$ cat src/rtl/plce_pkg.sv
// Shared types and constants for the particle cell-list engine.
// Depends on nothing; every other file in rtl/ refers to it by scoped names.
package plce_pkg;

	// Table geometry.
	localparam int AXIS_BINS = 16;
	localparam int AXIS_W    = 4;
	localparam int NUM_BINS  = 4096;
	localparam int BIN_W     = 12;
	localparam int BIN_CAP   = 8;
	localparam int SLOT_W    = 3;
	localparam int FILL_W    = 4;
	localparam int MAX_TAGS  = 1024;
	localparam int TAG_W     = 10;
	localparam int MAX_RES   = 64;
	localparam int CNT_W     = 7;
	localparam int HOME_W    = BIN_W + 1;
	localparam int SADDR_W   = BIN_W + SLOT_W;

	// Action codes.
	localparam logic [1:0] ACT_INSERT = 2'd0;
	localparam logic [1:0] ACT_REMOVE = 2'd1;
	localparam logic [1:0] ACT_QUERY  = 2'd2;
	localparam logic [1:0] ACT_CLEAR  = 2'd3;

	// Status codes.
	localparam logic [1:0] ST_OK    = 2'd0;
	localparam logic [1:0] ST_FULL  = 2'd1;
	localparam logic [1:0] ST_NOTAG = 2'd2;
	localparam logic [1:0] ST_TRUNC = 2'd3;

	// Configuration register indexes.
	localparam logic [2:0] REG_BINS_X   = 3'd0;
	localparam logic [2:0] REG_BINS_Y   = 3'd1;
	localparam logic [2:0] REG_BINS_Z   = 3'd2;
	localparam logic [2:0] REG_PERIODIC = 3'd3;
	localparam logic [2:0] REG_INV_X    = 3'd4;
	localparam logic [2:0] REG_INV_Y    = 3'd5;
	localparam logic [2:0] REG_INV_Z    = 3'd6;

	typedef struct packed {
		logic [1:0]         action;
		logic [TAG_W-1:0]   tag_id;
		logic signed [31:0] pos_x;
		logic signed [31:0] pos_y;
		logic signed [31:0] pos_z;
	} in_item_t;

	typedef struct packed {
		logic [BIN_W-1:0] bin_index;
		logic             done_ok;
		logic [TAG_W-1:0] neighbour_tag;
		logic             tag_present;
		logic             last_item;
		logic [1:0]       status;
	} out_item_t;

	// One axis of the position-to-bin mapping.
	typedef struct packed {
		logic               valid;
		logic [1:0]         axis;
		logic signed [31:0] pos;
		logic [31:0]        inv;
		logic [4:0]         nbins;
		logic               periodic;
	} ax_req_t;

	typedef struct packed {
		logic              valid;
		logic [1:0]        axis;
		logic [AXIS_W-1:0] bin;
	} ax_res_t;

	// Accesses to the three table memories.
	typedef struct packed {
		logic               slot_re;
		logic               slot_we;
		logic [SADDR_W-1:0] slot_addr;
		logic [TAG_W-1:0]   slot_wdata;
		logic               fill_re;
		logic               fill_we;
		logic [BIN_W-1:0]   fill_addr;
		logic [FILL_W-1:0]  fill_wdata;
		logic               home_re;
		logic               home_we;
		logic [TAG_W-1:0]   home_addr;
		logic [HOME_W-1:0]  home_wdata;
	} mem_req_t;

	typedef struct packed {
		logic [TAG_W-1:0]  slot_rdata;
		logic [FILL_W-1:0] fill_rdata;
		logic [HOME_W-1:0] home_rdata;
		logic              busy;
	} mem_rsp_t;

	typedef enum logic [4:0] {
		S_IDLE, S_MAP, S_BIN1, S_BIN2, S_HOME, S_HOME_CHK,
		S_DFILL, S_DSRD, S_DSCHK, S_DMOVE, S_IFILL, S_IFCHK,
		S_DIVX, S_DIVY, S_QB1, S_QB2, S_QFRD, S_QFCHK, S_QSRD, S_QSCHK,
		S_QNEXT, S_QEND, S_CLR, S_RESP
	} state_t;

endpackage

$ cat src/rtl/plce_ctrl.sv
// Sequencer of the cell-list engine: registers, handshakes and the per-action walk.
// Depends on plce_pkg; drives plce_axis and plce_store.
module plce_ctrl (
	input  logic                clk,
	input  logic                arst_n,
	input  logic                req_valid,
	output logic                req_ready,
	input  plce_pkg::in_item_t  req,
	output logic                rsp_valid,
	input  logic                rsp_ready,
	output plce_pkg::out_item_t rsp,
	input  logic                cfg_we,
	input  logic [2:0]          cfg_index,
	input  logic [31:0]         cfg_data,
	output plce_pkg::ax_req_t   ax_req,
	input  plce_pkg::ax_res_t   ax_res,
	output logic                wipe,
	output plce_pkg::mem_req_t  mreq,
	input  plce_pkg::mem_rsp_t  mrsp
);

	localparam int AW = plce_pkg::AXIS_W;
	localparam int BW = plce_pkg::BIN_W;
	localparam int TW = plce_pkg::TAG_W;
	localparam int FW = plce_pkg::FILL_W;

	plce_pkg::state_t    state_q, state_d;
	logic [4:0]          bins_q [3];
	logic [2:0]          per_q;
	logic [31:0]         inv_q [3];
	logic [4:0]          nx, ny, nz;
	logic [8:0]          nynz_q;

	logic [1:0]          op_q;
	logic [TW-1:0]       tag_q;
	logic signed [31:0]  pos_q [3];
	logic [1:0]          ax_cnt_q;
	logic [AW-1:0]       bx_q, by_q, bz_q;
	logic [7:0]          t_q;
	logic [BW-1:0]       bin_q, home_q, r_q;
	logic [AW-1:0]       hx_q, hy_q, hz_q;
	logic [FW-1:0]       f_q, si_q;
	logic [1:0]          dx_q, dy_q, dz_q;
	logic [TW-1:0]       pend_q;
	logic                pend_v_q;
	logic [plce_pkg::CNT_W-1:0] cnt_q;
	logic                trunc_q;
	plce_pkg::out_item_t fin_q, rsp_q, emit_item;
	logic                rsp_valid_q, emit_en;

	logic                free, accept, scan_end, match, home_ok, last_off, cap_hit;
	logic [5:0]          qx, qy, qz;
	logic                in_range;
	logic [FW-1:0]       si_nxt;

	function automatic logic [4:0] eff_bins(input logic [4:0] n);
		logic [4:0] r;
		if (n == 5'd0) begin
			r = 5'd1;
		end else if (n > 5'(plce_pkg::AXIS_BINS)) begin
			r = 5'(plce_pkg::AXIS_BINS);
		end else begin
			r = n;
		end
		return r;
	endfunction

	assign nx = eff_bins(bins_q[0]);
	assign ny = eff_bins(bins_q[1]);
	assign nz = eff_bins(bins_q[2]);

	// Configuration registers.
	always_ff @(posedge clk or negedge arst_n) begin
		if (!arst_n) begin
			bins_q[0] <= 5'd16;
			bins_q[1] <= 5'd16;
			bins_q[2] <= 5'd16;
			per_q     <= 3'd7;
			inv_q[0]  <= 32'd1048576;
			inv_q[1]  <= 32'd1048576;
			inv_q[2]  <= 32'd1048576;
		end else if (cfg_we) begin
			case (cfg_index)
				plce_pkg::REG_BINS_X:   bins_q[0] <= cfg_data[4:0];
				plce_pkg::REG_BINS_Y:   bins_q[1] <= cfg_data[4:0];
				plce_pkg::REG_BINS_Z:   bins_q[2] <= cfg_data[4:0];
				plce_pkg::REG_PERIODIC: per_q     <= cfg_data[2:0];
				plce_pkg::REG_INV_X:    inv_q[0]  <= cfg_data;
				plce_pkg::REG_INV_Y:    inv_q[1]  <= cfg_data;
				plce_pkg::REG_INV_Z:    inv_q[2]  <= cfg_data;
				default: ;
			endcase
		end
	end

	always_ff @(posedge clk) begin
		nynz_q <= {4'b0, ny} * {4'b0, nz};
	end

	// Common decodes.
	assign free     = !rsp_valid_q || rsp_ready;
	assign accept   = req_valid && req_ready;
	assign scan_end = (si_q >= f_q) || (si_q >= FW'(plce_pkg::BIN_CAP));
	assign match    = (mrsp.slot_rdata == tag_q);
	assign home_ok  = mrsp.home_rdata[plce_pkg::HOME_W-1];
	assign last_off = (dx_q == 2'd2) && (dy_q == 2'd2) && (dz_q == 2'd2);
	assign cap_hit  = (cnt_q == plce_pkg::CNT_W'(plce_pkg::MAX_RES));
	assign si_nxt   = si_q + 1'b1;
	assign qx = {2'b0, hx_q} + {4'b0, dx_q} - 6'd1;
	assign qy = {2'b0, hy_q} + {4'b0, dy_q} - 6'd1;
	assign qz = {2'b0, hz_q} + {4'b0, dz_q} - 6'd1;
	assign in_range = !qx[5] && (qx[4:0] < nx) && !qy[5] && (qy[4:0] < ny)
		&& !qz[5] && (qz[4:0] < nz);
	assign req_ready = (state_q == plce_pkg::S_IDLE) && !mrsp.busy;

	// Next state.
	always_comb begin
		state_d = state_q;
		case (state_q)
			plce_pkg::S_IDLE: begin
				if (accept) begin
					case (req.action)
						plce_pkg::ACT_INSERT: state_d = plce_pkg::S_MAP;
						plce_pkg::ACT_CLEAR:  state_d = plce_pkg::S_CLR;
						default:              state_d = plce_pkg::S_HOME;
					endcase
				end
			end
			plce_pkg::S_MAP: begin
				if (ax_res.valid && ax_res.axis == 2'd2) state_d = plce_pkg::S_BIN1;
			end
			plce_pkg::S_BIN1: state_d = plce_pkg::S_BIN2;
			plce_pkg::S_BIN2: state_d = plce_pkg::S_HOME;
			plce_pkg::S_HOME: state_d = plce_pkg::S_HOME_CHK;
			plce_pkg::S_HOME_CHK: begin
				if (op_q == plce_pkg::ACT_QUERY) begin
					state_d = home_ok ? plce_pkg::S_DIVX : plce_pkg::S_RESP;
				end else if (home_ok) begin
					state_d = plce_pkg::S_DFILL;
				end else begin
					state_d = (op_q == plce_pkg::ACT_REMOVE) ? plce_pkg::S_RESP
						: plce_pkg::S_IFILL;
				end
			end
			plce_pkg::S_DFILL: state_d = plce_pkg::S_DSRD;
			plce_pkg::S_DSRD: begin
				if (scan_end) begin
					state_d = (op_q == plce_pkg::ACT_REMOVE) ? plce_pkg::S_RESP
						: plce_pkg::S_IFILL;
				end else begin
					state_d = plce_pkg::S_DSCHK;
				end
			end
			plce_pkg::S_DSCHK: state_d = match ? plce_pkg::S_DMOVE : plce_pkg::S_DSRD;
			plce_pkg::S_DMOVE: begin
				state_d = (op_q == plce_pkg::ACT_REMOVE) ? plce_pkg::S_RESP
					: plce_pkg::S_IFILL;
			end
			plce_pkg::S_IFILL: state_d = plce_pkg::S_IFCHK;
			plce_pkg::S_IFCHK: state_d = plce_pkg::S_RESP;
			plce_pkg::S_DIVX: begin
				if (r_q < {3'b0, nynz_q}) state_d = plce_pkg::S_DIVY;
			end
			plce_pkg::S_DIVY: begin
				if (r_q < {7'b0, nz}) state_d = plce_pkg::S_QB1;
			end
			plce_pkg::S_QB1: state_d = in_range ? plce_pkg::S_QB2 : plce_pkg::S_QNEXT;
			plce_pkg::S_QB2: state_d = plce_pkg::S_QFRD;
			plce_pkg::S_QFRD: state_d = plce_pkg::S_QFCHK;
			plce_pkg::S_QFCHK: state_d = plce_pkg::S_QSRD;
			plce_pkg::S_QSRD: state_d = scan_end ? plce_pkg::S_QNEXT : plce_pkg::S_QSCHK;
			plce_pkg::S_QSCHK: begin
				if (match) begin
					state_d = plce_pkg::S_QSRD;
				end else if (cap_hit) begin
					state_d = plce_pkg::S_QEND;
				end else if (!pend_v_q || free) begin
					state_d = plce_pkg::S_QSRD;
				end
			end
			plce_pkg::S_QNEXT: state_d = last_off ? plce_pkg::S_QEND : plce_pkg::S_QB1;
			plce_pkg::S_QEND: begin
				if (free) state_d = plce_pkg::S_IDLE;
			end
			plce_pkg::S_CLR: state_d = plce_pkg::S_RESP;
			plce_pkg::S_RESP: begin
				if (free) state_d = plce_pkg::S_IDLE;
			end
			default: state_d = plce_pkg::S_IDLE;
		endcase
	end

	always_ff @(posedge clk or negedge arst_n) begin
		if (!arst_n) begin
			state_q <= plce_pkg::S_IDLE;
		end else begin
			state_q <= state_d;
		end
	end

	// Outputs: memory accesses, mapper requests, clearing and result beats.
	always_comb begin
		mreq          = '0;
		ax_req        = '0;
		wipe          = cfg_we && (cfg_index == plce_pkg::REG_BINS_X
			|| cfg_index == plce_pkg::REG_BINS_Y || cfg_index == plce_pkg::REG_BINS_Z);
		emit_en       = 1'b0;
		emit_item     = fin_q;
		ax_req.axis   = ax_cnt_q;
		ax_req.pos    = pos_q[0];
		ax_req.inv    = inv_q[0];
		ax_req.nbins  = nx;
		ax_req.periodic = per_q[0];
		case (ax_cnt_q)
			2'd1: begin
				ax_req.pos = pos_q[1]; ax_req.inv = inv_q[1];
				ax_req.nbins = ny; ax_req.periodic = per_q[1];
			end
			2'd2: begin
				ax_req.pos = pos_q[2]; ax_req.inv = inv_q[2];
				ax_req.nbins = nz; ax_req.periodic = per_q[2];
			end
			default: ;
		endcase
		case (state_q)
			plce_pkg::S_MAP: ax_req.valid = (ax_cnt_q != 2'd3);
			plce_pkg::S_HOME: begin
				mreq.home_re   = 1'b1;
				mreq.home_addr = tag_q;
			end
			plce_pkg::S_HOME_CHK: begin
				mreq.fill_re   = 1'b1;
				mreq.fill_addr = mrsp.home_rdata[BW-1:0];
			end
			plce_pkg::S_DSRD: begin
				mreq.slot_re   = !scan_end;
				mreq.slot_addr = {home_q, si_q[plce_pkg::SLOT_W-1:0]};
			end
			plce_pkg::S_DSCHK: begin
				mreq.slot_re   = match;
				mreq.slot_addr = {home_q, 3'(f_q - 1'b1)};
			end
			plce_pkg::S_DMOVE: begin
				mreq.slot_we    = 1'b1;
				mreq.slot_addr  = {home_q, si_q[plce_pkg::SLOT_W-1:0]};
				mreq.slot_wdata = mrsp.slot_rdata;
				mreq.fill_we    = 1'b1;
				mreq.fill_addr  = home_q;
				mreq.fill_wdata = f_q - 1'b1;
				mreq.home_we    = 1'b1;
				mreq.home_addr  = tag_q;
				mreq.home_wdata = '0;
			end
			plce_pkg::S_IFILL: begin
				mreq.fill_re   = 1'b1;
				mreq.fill_addr = bin_q;
			end
			plce_pkg::S_IFCHK: begin
				if (mrsp.fill_rdata < FW'(plce_pkg::BIN_CAP)) begin
					mreq.slot_we    = 1'b1;
					mreq.slot_addr  = {bin_q, mrsp.fill_rdata[plce_pkg::SLOT_W-1:0]};
					mreq.slot_wdata = tag_q;
					mreq.fill_we    = 1'b1;
					mreq.fill_addr  = bin_q;
					mreq.fill_wdata = mrsp.fill_rdata + 1'b1;
					mreq.home_we    = 1'b1;
					mreq.home_addr  = tag_q;
					mreq.home_wdata = {1'b1, bin_q};
				end
			end
			plce_pkg::S_QFRD: begin
				mreq.fill_re   = 1'b1;
				mreq.fill_addr = bin_q;
			end
			plce_pkg::S_QSRD: begin
				mreq.slot_re   = !scan_end;
				mreq.slot_addr = {bin_q, si_q[plce_pkg::SLOT_W-1:0]};
			end
			plce_pkg::S_QSCHK: begin
				emit_item = '{bin_index: home_q, done_ok: 1'b0, neighbour_tag: pend_q,
					tag_present: 1'b1, last_item: 1'b0, status: plce_pkg::ST_OK};
				emit_en = !match && !cap_hit && pend_v_q && free;
			end
			plce_pkg::S_QEND: begin
				emit_en = free;
				if (pend_v_q) begin
					emit_item = '{bin_index: home_q, done_ok: 1'b0, neighbour_tag: pend_q,
						tag_present: 1'b1, last_item: 1'b1,
						status: trunc_q ? plce_pkg::ST_TRUNC : plce_pkg::ST_OK};
				end else begin
					emit_item = '{bin_index: home_q, done_ok: 1'b0, neighbour_tag: '0,
						tag_present: 1'b0, last_item: 1'b1, status: plce_pkg::ST_OK};
				end
			end
			plce_pkg::S_CLR: wipe = 1'b1;
			plce_pkg::S_RESP: emit_en = free;
			default: ;
		endcase
	end

	// Datapath registers of the walk.
	always_ff @(posedge clk) begin
		case (state_q)
			plce_pkg::S_IDLE: begin
				if (accept) begin
					op_q     <= req.action;
					tag_q    <= req.tag_id;
					pos_q[0] <= req.pos_x;
					pos_q[1] <= req.pos_y;
					pos_q[2] <= req.pos_z;
					ax_cnt_q <= 2'd0;
				end
			end
			plce_pkg::S_MAP: begin
				if (ax_cnt_q != 2'd3) ax_cnt_q <= ax_cnt_q + 2'd1;
				if (ax_res.valid) begin
					case (ax_res.axis)
						2'd0:    bx_q <= ax_res.bin;
						2'd1:    by_q <= ax_res.bin;
						default: bz_q <= ax_res.bin;
					endcase
				end
			end
			plce_pkg::S_BIN1: t_q <= 8'({5'b0, bx_q} * {4'b0, ny} + {5'b0, by_q});
			plce_pkg::S_BIN2: bin_q <= BW'({4'b0, t_q} * {7'b0, nz} + {8'b0, bz_q});
			plce_pkg::S_HOME_CHK: begin
				home_q <= mrsp.home_rdata[BW-1:0];
				r_q    <= mrsp.home_rdata[BW-1:0];
				hx_q   <= '0;
				hy_q   <= '0;
				fin_q  <= '{bin_index: '0, done_ok: 1'b0, neighbour_tag: '0,
					tag_present: 1'b0, last_item: 1'b1, status: plce_pkg::ST_NOTAG};
			end
			plce_pkg::S_DFILL: begin
				f_q  <= mrsp.fill_rdata;
				si_q <= '0;
			end
			plce_pkg::S_DSCHK: begin
				if (!match) si_q <= si_nxt;
			end
			plce_pkg::S_DMOVE: begin
				fin_q <= '{bin_index: home_q, done_ok: 1'b1, neighbour_tag: '0,
					tag_present: 1'b0, last_item: 1'b1, status: plce_pkg::ST_OK};
			end
			plce_pkg::S_IFCHK: begin
				if (mrsp.fill_rdata < FW'(plce_pkg::BIN_CAP)) begin
					fin_q <= '{bin_index: bin_q, done_ok: 1'b1, neighbour_tag: '0,
						tag_present: 1'b0, last_item: 1'b1, status: plce_pkg::ST_OK};
				end else begin
					fin_q <= '{bin_index: bin_q, done_ok: 1'b0, neighbour_tag: '0,
						tag_present: 1'b0, last_item: 1'b1, status: plce_pkg::ST_FULL};
				end
			end
			plce_pkg::S_DIVX: begin
				if (r_q >= {3'b0, nynz_q}) begin
					r_q  <= r_q - {3'b0, nynz_q};
					hx_q <= hx_q + 1'b1;
				end
			end
			plce_pkg::S_DIVY: begin
				if (r_q >= {7'b0, nz}) begin
					r_q  <= r_q - {7'b0, nz};
					hy_q <= hy_q + 1'b1;
				end else begin
					hz_q     <= r_q[AW-1:0];
					dx_q     <= '0;
					dy_q     <= '0;
					dz_q     <= '0;
					cnt_q    <= '0;
					pend_v_q <= 1'b0;
					trunc_q  <= 1'b0;
				end
			end
			plce_pkg::S_QB1: t_q <= 8'({5'b0, qx[AW-1:0]} * {4'b0, ny} + {5'b0, qy[AW-1:0]});
			plce_pkg::S_QB2: bin_q <= BW'({4'b0, t_q} * {7'b0, nz} + {8'b0, qz[AW-1:0]});
			plce_pkg::S_QFCHK: begin
				f_q  <= mrsp.fill_rdata;
				si_q <= '0;
			end
			plce_pkg::S_QSCHK: begin
				if (match) begin
					si_q <= si_nxt;
				end else if (cap_hit) begin
					trunc_q <= 1'b1;
				end else if (!pend_v_q || free) begin
					pend_q   <= mrsp.slot_rdata;
					pend_v_q <= 1'b1;
					cnt_q    <= cnt_q + 1'b1;
					si_q     <= si_nxt;
				end
			end
			plce_pkg::S_QNEXT: begin
				if (dz_q != 2'd2) begin
					dz_q <= dz_q + 2'd1;
				end else begin
					dz_q <= '0;
					if (dy_q != 2'd2) begin
						dy_q <= dy_q + 2'd1;
					end else begin
						dy_q <= '0;
						dx_q <= dx_q + 2'd1;
					end
				end
			end
			plce_pkg::S_CLR: begin
				fin_q <= '{bin_index: '0, done_ok: 1'b0, neighbour_tag: '0,
					tag_present: 1'b0, last_item: 1'b1, status: plce_pkg::ST_OK};
			end
			default: ;
		endcase
	end

	// Output register: one result beat waits here while the walk goes on.
	always_ff @(posedge clk or negedge arst_n) begin
		if (!arst_n) begin
			rsp_valid_q <= 1'b0;
		end else if (emit_en) begin
			rsp_valid_q <= 1'b1;
		end else if (rsp_ready) begin
			rsp_valid_q <= 1'b0;
		end
	end

	always_ff @(posedge clk) begin
		if (emit_en) rsp_q <= emit_item;
	end

	assign rsp_valid = rsp_valid_q;
	assign rsp       = rsp_q;

endmodule

$ cat config.mk
export PLATFORM = sky130hd
export DESIGN_NAME = plce_ctrl
export DESIGN_NICKNAME = d
export VERILOG_FILES = /design/src/rtl/plce_pkg.sv /design/src/rtl/plce_ctrl.sv
export SDC_FILE = /design/constraint.sdc
export NUM_CORES = 1
export LEC_CHECK = 0
export ABC_AREA = 1
export BUFFER_PORTS_ARGS = -buffer_cell sky130_fd_sc_hd__buf_2
export CORE_ASPECT_RATIO = 0.5
export CORE_MARGIN = 2
export CORE_UTILIZATION = 58
export DETAILED_ROUTE_END_ITERATION = 6
export PLACE_DENSITY_LB_ADDON = 0.08
export SETUP_SLACK_MARGIN = 0.4
export SYNTH_ARGS = -nofsm -noshare
export SYNTH_HDL_FRONTEND = slang
export SYNTH_SLANG_ARGS = --single-unit
$ cat constraint.sdc
create_clock -name clk -period 11.69 [get_ports clk]
set_input_delay 1.169 -clock clk [delete_from_list [all_inputs] [get_ports clk]]
set_output_delay 1.169 -clock clk [all_outputs]
set_load 0.01 [all_outputs]
After elaboration in Yosys (flattened, before gate mapping)
Memories as Yosys holds them, arrays and structs flattened.
Index checks and enable logic that the tools add are counted.
- output and inout bits: 173
- memory bits (writable): 96
- word-level logic and storage cells: 323
- memories: 1
- input port bits: 183
- register bits: 298
- memories (name ; words ; width ; read ports ; clocked after memory_dff ; wr ports ; RTL line ; source):
    pos_q ; 3 ; 32 ; 3 ; 0 ; 3 ; plce_ctrl.sv:36 ; logic signed [31:0] pos_q [3];
- order comparisons: 13
- add/sub/neg operators: 22
- reduce and logical (&&, ||, !) cells: 79
- bitwise logic cells: 4
- muxes and demuxes: 93
- $mul: 4
- eq/ne operators: 63
- operator list (operator ; count):
    70-bit case mux with 2 select lines ; 1
    5-bit case mux with 22 select lines ; 1
    27-bit case mux with 4 select lines ; 1
    5-bit two-way mux ; 21
    15-bit case mux with 4 select lines ; 1
    27-bit case mux with 2 select lines ; 1
    12-bit case mux with 4 select lines ; 1
    5-bit by 4-bit equality test with 1-bit output (second input constant) ; 8
    5-bit equality test (second input constant) ; 8
    10-bit case mux with 2 select lines ; 2
    2-bit inequality test (second input constant) ; 18
    12-bit case mux with 3 select lines ; 1
    4-bit two-way mux ; 7
    7-bit two-way mux ; 4
    26-bit two-way mux ; 1
    12-bit by 4-bit adder with 12-bit output ; 2
    12-bit two-way mux ; 2
    24-bit two-way mux ; 1
    12-bit case mux with 2 select lines ; 1
    4-bit case mux with 2 select lines ; 3
    2-bit AND reduction ; 12
    5-bit by 3-bit equality test with 1-bit output (second input constant) ; 4
    5-bit logical NOT ; 4
    2-bit two-way mux ; 9
    60 further kinds ; 164

Logic depth before layout (Yosys ltp)
- depth after elaboration: 11
- mapped depth: 26
- depth with buffers taken out: 25

Worst setup path before layout
No wires, ideal clock.
- path type: input -> register
- start: input port mrsp[0] (netlist name)
- end: register op_q[0], enable pin
- path slack: 2344 ps
- data required time: 10981 ps
- arrival: 8637 ps
- path buffers: 0
- cell stages on the path: 1
- setup time: 709 ps
- path through: nor3_1
- longest elaborated chain between the ends: 4
- RTL lines (element ; RTL line ; source):
    start, declared ; plce_ctrl.sv:19 ; input plce_pkg::mem_rsp_t mrsp
    1-bit logical NOT ; plce_ctrl.sv:114 ; assign req_ready = (state_q == plce_pkg::S_IDLE) && !mrsp.busy;
    1-bit logical AND ; plce_ctrl.sv:114 ;
    1-bit logical AND ; plce_ctrl.sv:102 ; assign accept = req_valid && req_ready;
    2-bit AND reduction (no line) ; n/a ;
    end signal, assigned ; plce_ctrl.sv:306 ; op_q <= req.action;
    end, declared ; plce_ctrl.sv:34 ; logic [1:0] op_q;
Every way passes these cells.
A chain may end at the register's enable or synchronous reset.

Worst setup path in the final report
- start: register bins_q[4] (netlist name)
- end: register bin_q[10], data pin
- longest elaborated chain between the ends: 6
- elaborated cells on any way between the ends: 8
- classes of those cells: add/sub: 2; mul: 1; order compare: 1; mux: 3; reduce/logical: 1
- RTL lines (element ; RTL line ; source):
    start, declared ; plce_ctrl.sv:28 ; logic [4:0] bins_q [3];
    5-bit greater-than comparator ; plce_ctrl.sv:60 ; end else if (n > 5'(plce_pkg::AXIS_BINS)) begin
    5-bit two-way mux ; plce_ctrl.sv:60 ;
    5-bit two-way mux * ; plce_ctrl.sv:58 ; if (n == 5'd0) begin
    8-bit by 5-bit multiplier with 12-bit output * ; plce_ctrl.sv:325, plce_ctrl.sv:375 ;
    12-bit by 4-bit adder with 12-bit output, on equally long branches ; plce_ctrl.sv:375, plce_ctrl.sv:325 ;
    12-bit case mux with 2 select lines * ; plce_ctrl.sv:303 ; case (state_q)
    end signal, assigned ; plce_ctrl.sv:325 ; plce_pkg::S_BIN2: bin_q <= BW'({4'b0, t_q} * {7'b0, nz} + {8'b0, bz_q});
    end signal, assigned ; plce_ctrl.sv:375 ; plce_pkg::S_QB2: bin_q <= BW'({4'b0, t_q} * {7'b0, nz} + {8'b0, qz[AW-1:0]});
    end, declared ; plce_ctrl.sv:40 ; logic [BW-1:0] bin_q, home_q, r_q;
Every way passes the cells marked *; elsewhere a longest branch is shown, timed or not.

==> impl_metrics.json <==
{
  "syn_inst": 2502,
  "syn_to_final_growth_pct": 15.2,
  "cts_tree": "yes",
  "nNetsFinal": 3199,
  "vias": 18200,
  "num_rows": 50,
  "rsz0062_at_grt": "no",
  "clock_latency_ns": 0.55,
  "finalHoldViolCount": 0,
  "cp_max_fo": 17,
  "cts_setup_buffers": 0,
  "boundaryPins": 356,
  "htreeDepth": 2,
  "grt_use_met3": 0.0466,
  "drt-wirelength-per-cell_microns": 17.3,
  "ys.flop_type": "edfxtp_1",
  "peakVddDrop_v": 0.000234,
  "use_met1": 0.397,
  "worstPathRequired_ns": 11.97,
  "ys_seq_elements": 382,
  "fin_util": 0.680,
  "cts_made_buffers": 36,
  "place_hpwl_microns": 42000,
  "drcViolationCount": 0,
  "setup-violations-final": 0,
  "power.leakage_nw": 12.5,
  "grt_max_degree": 89,
  "finalSetupTns_ns": 0,
  "fin_worst_skew_ns": 0.0310,
  "min_period_ns": 5.15,
  "ant_nets": 0,
  "tightest_slew_ns": 1.14,
  "grt_use_total": 0.291,
  "fin_area_sq_um": 25500,
  "vias_per_cell": 5.40,
  "wl_microns": 58100,
  "finalMaxSlewViolations": 0,
  "firstDrtPassIters": 5,
  "syn_area_sq_um": 22100,
  "cts_max_path_buffers": 3,
  "fp.coreArea_sq_um": 37500,
  "antenna_found_initial": 10,
  "arrival_ns": 5.43,
  "cts_resized": 0,
  "hp-class": "flip-flop to flip-flop",
  "hold_ws_ns": 0.481,
  "path_common_cell": "nand2_1",
  "ys_types": 50,
  "synth-async-reset-ratio": 0.314,
  "status": "finished clean",
  "slew_headroom": 0.236,
  "startpoint_type": "flip-flop",
  "clk_pin_slew_ns": 0.07,
  "critical_path_class": "flip-flop to flip-flop",
  "cap_violations": 0,
  "critPathMaxStageDelay_ns": 0.70,
  "path_cells": "clkinv_1 > nand2_1 > inv_1 > nand2_1 > fa_1 > fa_1 > fa_1 > inv_1 > ha_1 > nand2_1 > nand2_1 > inv_1 > nand2_1 > nand2_1 > nand2_1 > nor2_1 > nand2_1 > nor2_1 > nand2_1 > nor2_1 > nand2_1 > nand2_1 > nand2_1",
  "met2_usage": 0.477,
  "drive_above_1_share": 0.171,
  "crit_family": "adder cells",
  "worstSetupEndpointType": "flip-flop",
  "power.density_nw_per_um2": 222,
  "ys_seq_area_frac": 0.488,
  "ys_warn_count": 0,
  "cts.sinks": 382,
  "whs_path_depth": 0,
  "fin_crit_sh": 0.441,
  "cp.depth": 23,
  "port-buffer-count": 355,
  "timing.fmax_mhz": 194,
  "r2r.worst_path.cells": 23,
  "fp.dieArea_sq_um": 39800,
  "initial_core_util": 0.590,
  "drtIter0Drc": 1369,
  "syn-num-nets": 2871,
  "synth_edf_count": 253,
  "gp_congestion": 0.935,
  "fp.dieH_microns": 142,
  "grt_pass1_wl_microns": 91000,
  "grt_overflow": 0,
  "dpl-instance-area_sq_um": 24300,
  "critPathSlowestCell": "dfstp_2",
  "cts_root_buffer": "clkbuf_16",
  "grt_busiest_layer": "met2",
  "syn_avg_cell_area_sq_um": 8.83,
  "ctsHoldBuffers": 0,
  "grt_pass1_vias": 17300,
  "die_x_microns": 280,
  "worst-path-buf-inv": 4
}
[logic make-up (layout without fill, tap and decap cells)]
family / count (synthesis) / in the layout / share of synthesized area
buffers and inverters: 462 / 817 / 0.0805
XOR/XNOR: 45 / 45 / 0.0178
AND/OR/NAND/NOR: 978 / 978 / 0.179
flip-flops: 382 / 382 / 0.488
adder cells (fa/ha/maj): 186 / 186 / 0.121
AO/OA/AOI/OAI: 449 / 449 / 0.113
other: 0 / 9 / 0
[stage by stage]
stage / worst slack, ns / total power, mW / std cells
after floorplan: 2.34 / 3.58 / 2502
after global placement: 6.80 / 4.42 / 3286
after detailed placement: 6.60 / 4.47 / 3286
after CTS: 6.55 / 5.67 / 3351
after global routing: 6.02 / 6.07 / 3359
final: 6.54 / 5.66 / 3360
[cells in the mapped netlist (20+ instances only)]
library cell	instances	area, sq um
nand2_1	531	1990
inv_1	369	1390
nor2_1	291	1090
edfxtp_1	253	7600
a21oi_1	195	976
o21ai_0	172	861
ha_1	139	1740
dfrtp_1	111	2780
nand3_1	82	410
clkbuf_1	57	214
fa_1	47	941
xor2_1	30	263
o22ai_1	27	169
nor3_1	20	100
[layout make-up]
| class | count | area (sq um) |
|---|---|---|
| fillers | 3092 | 12000 |
| flip-flops and latches | 382 | 10800 |
| multi-input cells | 1658 | 9550 |
| repair buffers | 368 | 1880 |
| inverters | 384 | 1440 |
| clock buffers | 49 | 1020 |
| well taps | 494 | 618 |
| clock inverters | 16 | 150 |
| diodes | 9 | 22.5 |
[worst paths after layout]
| check | startpoint | end | slack, ns |
|---|---|---|---|
| min in group asynchronous | arst_n | inv_q[51] | 0.82 |
| hold / removal | r_q[0] | hz_q[0] | 0.48 |
| setup reg to reg | bins_q[4] | bin_q[10] | 6.54 |
| max in group asynchronous | arst_n | state_q[1] | 9.69 |
| hold reg to reg | r_q[0] | hz_q[0] | 0.48 |
| setup / recovery | bins_q[4] | bin_q[10] | 6.54 |
[registers in the layout, indices dropped and copies added (netlist names), 10 cells and up]
name    count
fin_q      15
home_q     12
r_q        12
pos_q      96
tag_q      10
rsp        27
inv_q      96
pend_q     10
bins_q     15
bin_q      12
[cells in the final DEF (no fill, tap or decap), types with 27 or more instances in the layout]
cell type and instances:
clkbuf_16 36, xor2_1 30, o22ai_1 27, nor2_1 290
buf_2 354, nand3_1 82, a21oi_1 195, dfrtp_1 111
fa_1 47, edfxtp_1 253, ha_1 137, inv_1 369
o21ai_0 172, nand2_1 530
[layer usage]
metal,part of all wire,vias up
met3,0.066,120
met5,0.00022,-
met1,0.44,8520
met2,0.47,637
li1,-,8879
met4,0.032,2
[power by group]
part	internal, mW	total (mW)	switching [mW]
clock	0.661	1.19	0.525
combinational	0.896	2.63	1.73
sequential	1.71	1.85	0.133
No activity file was read; power rests on OpenSTA's default activity.
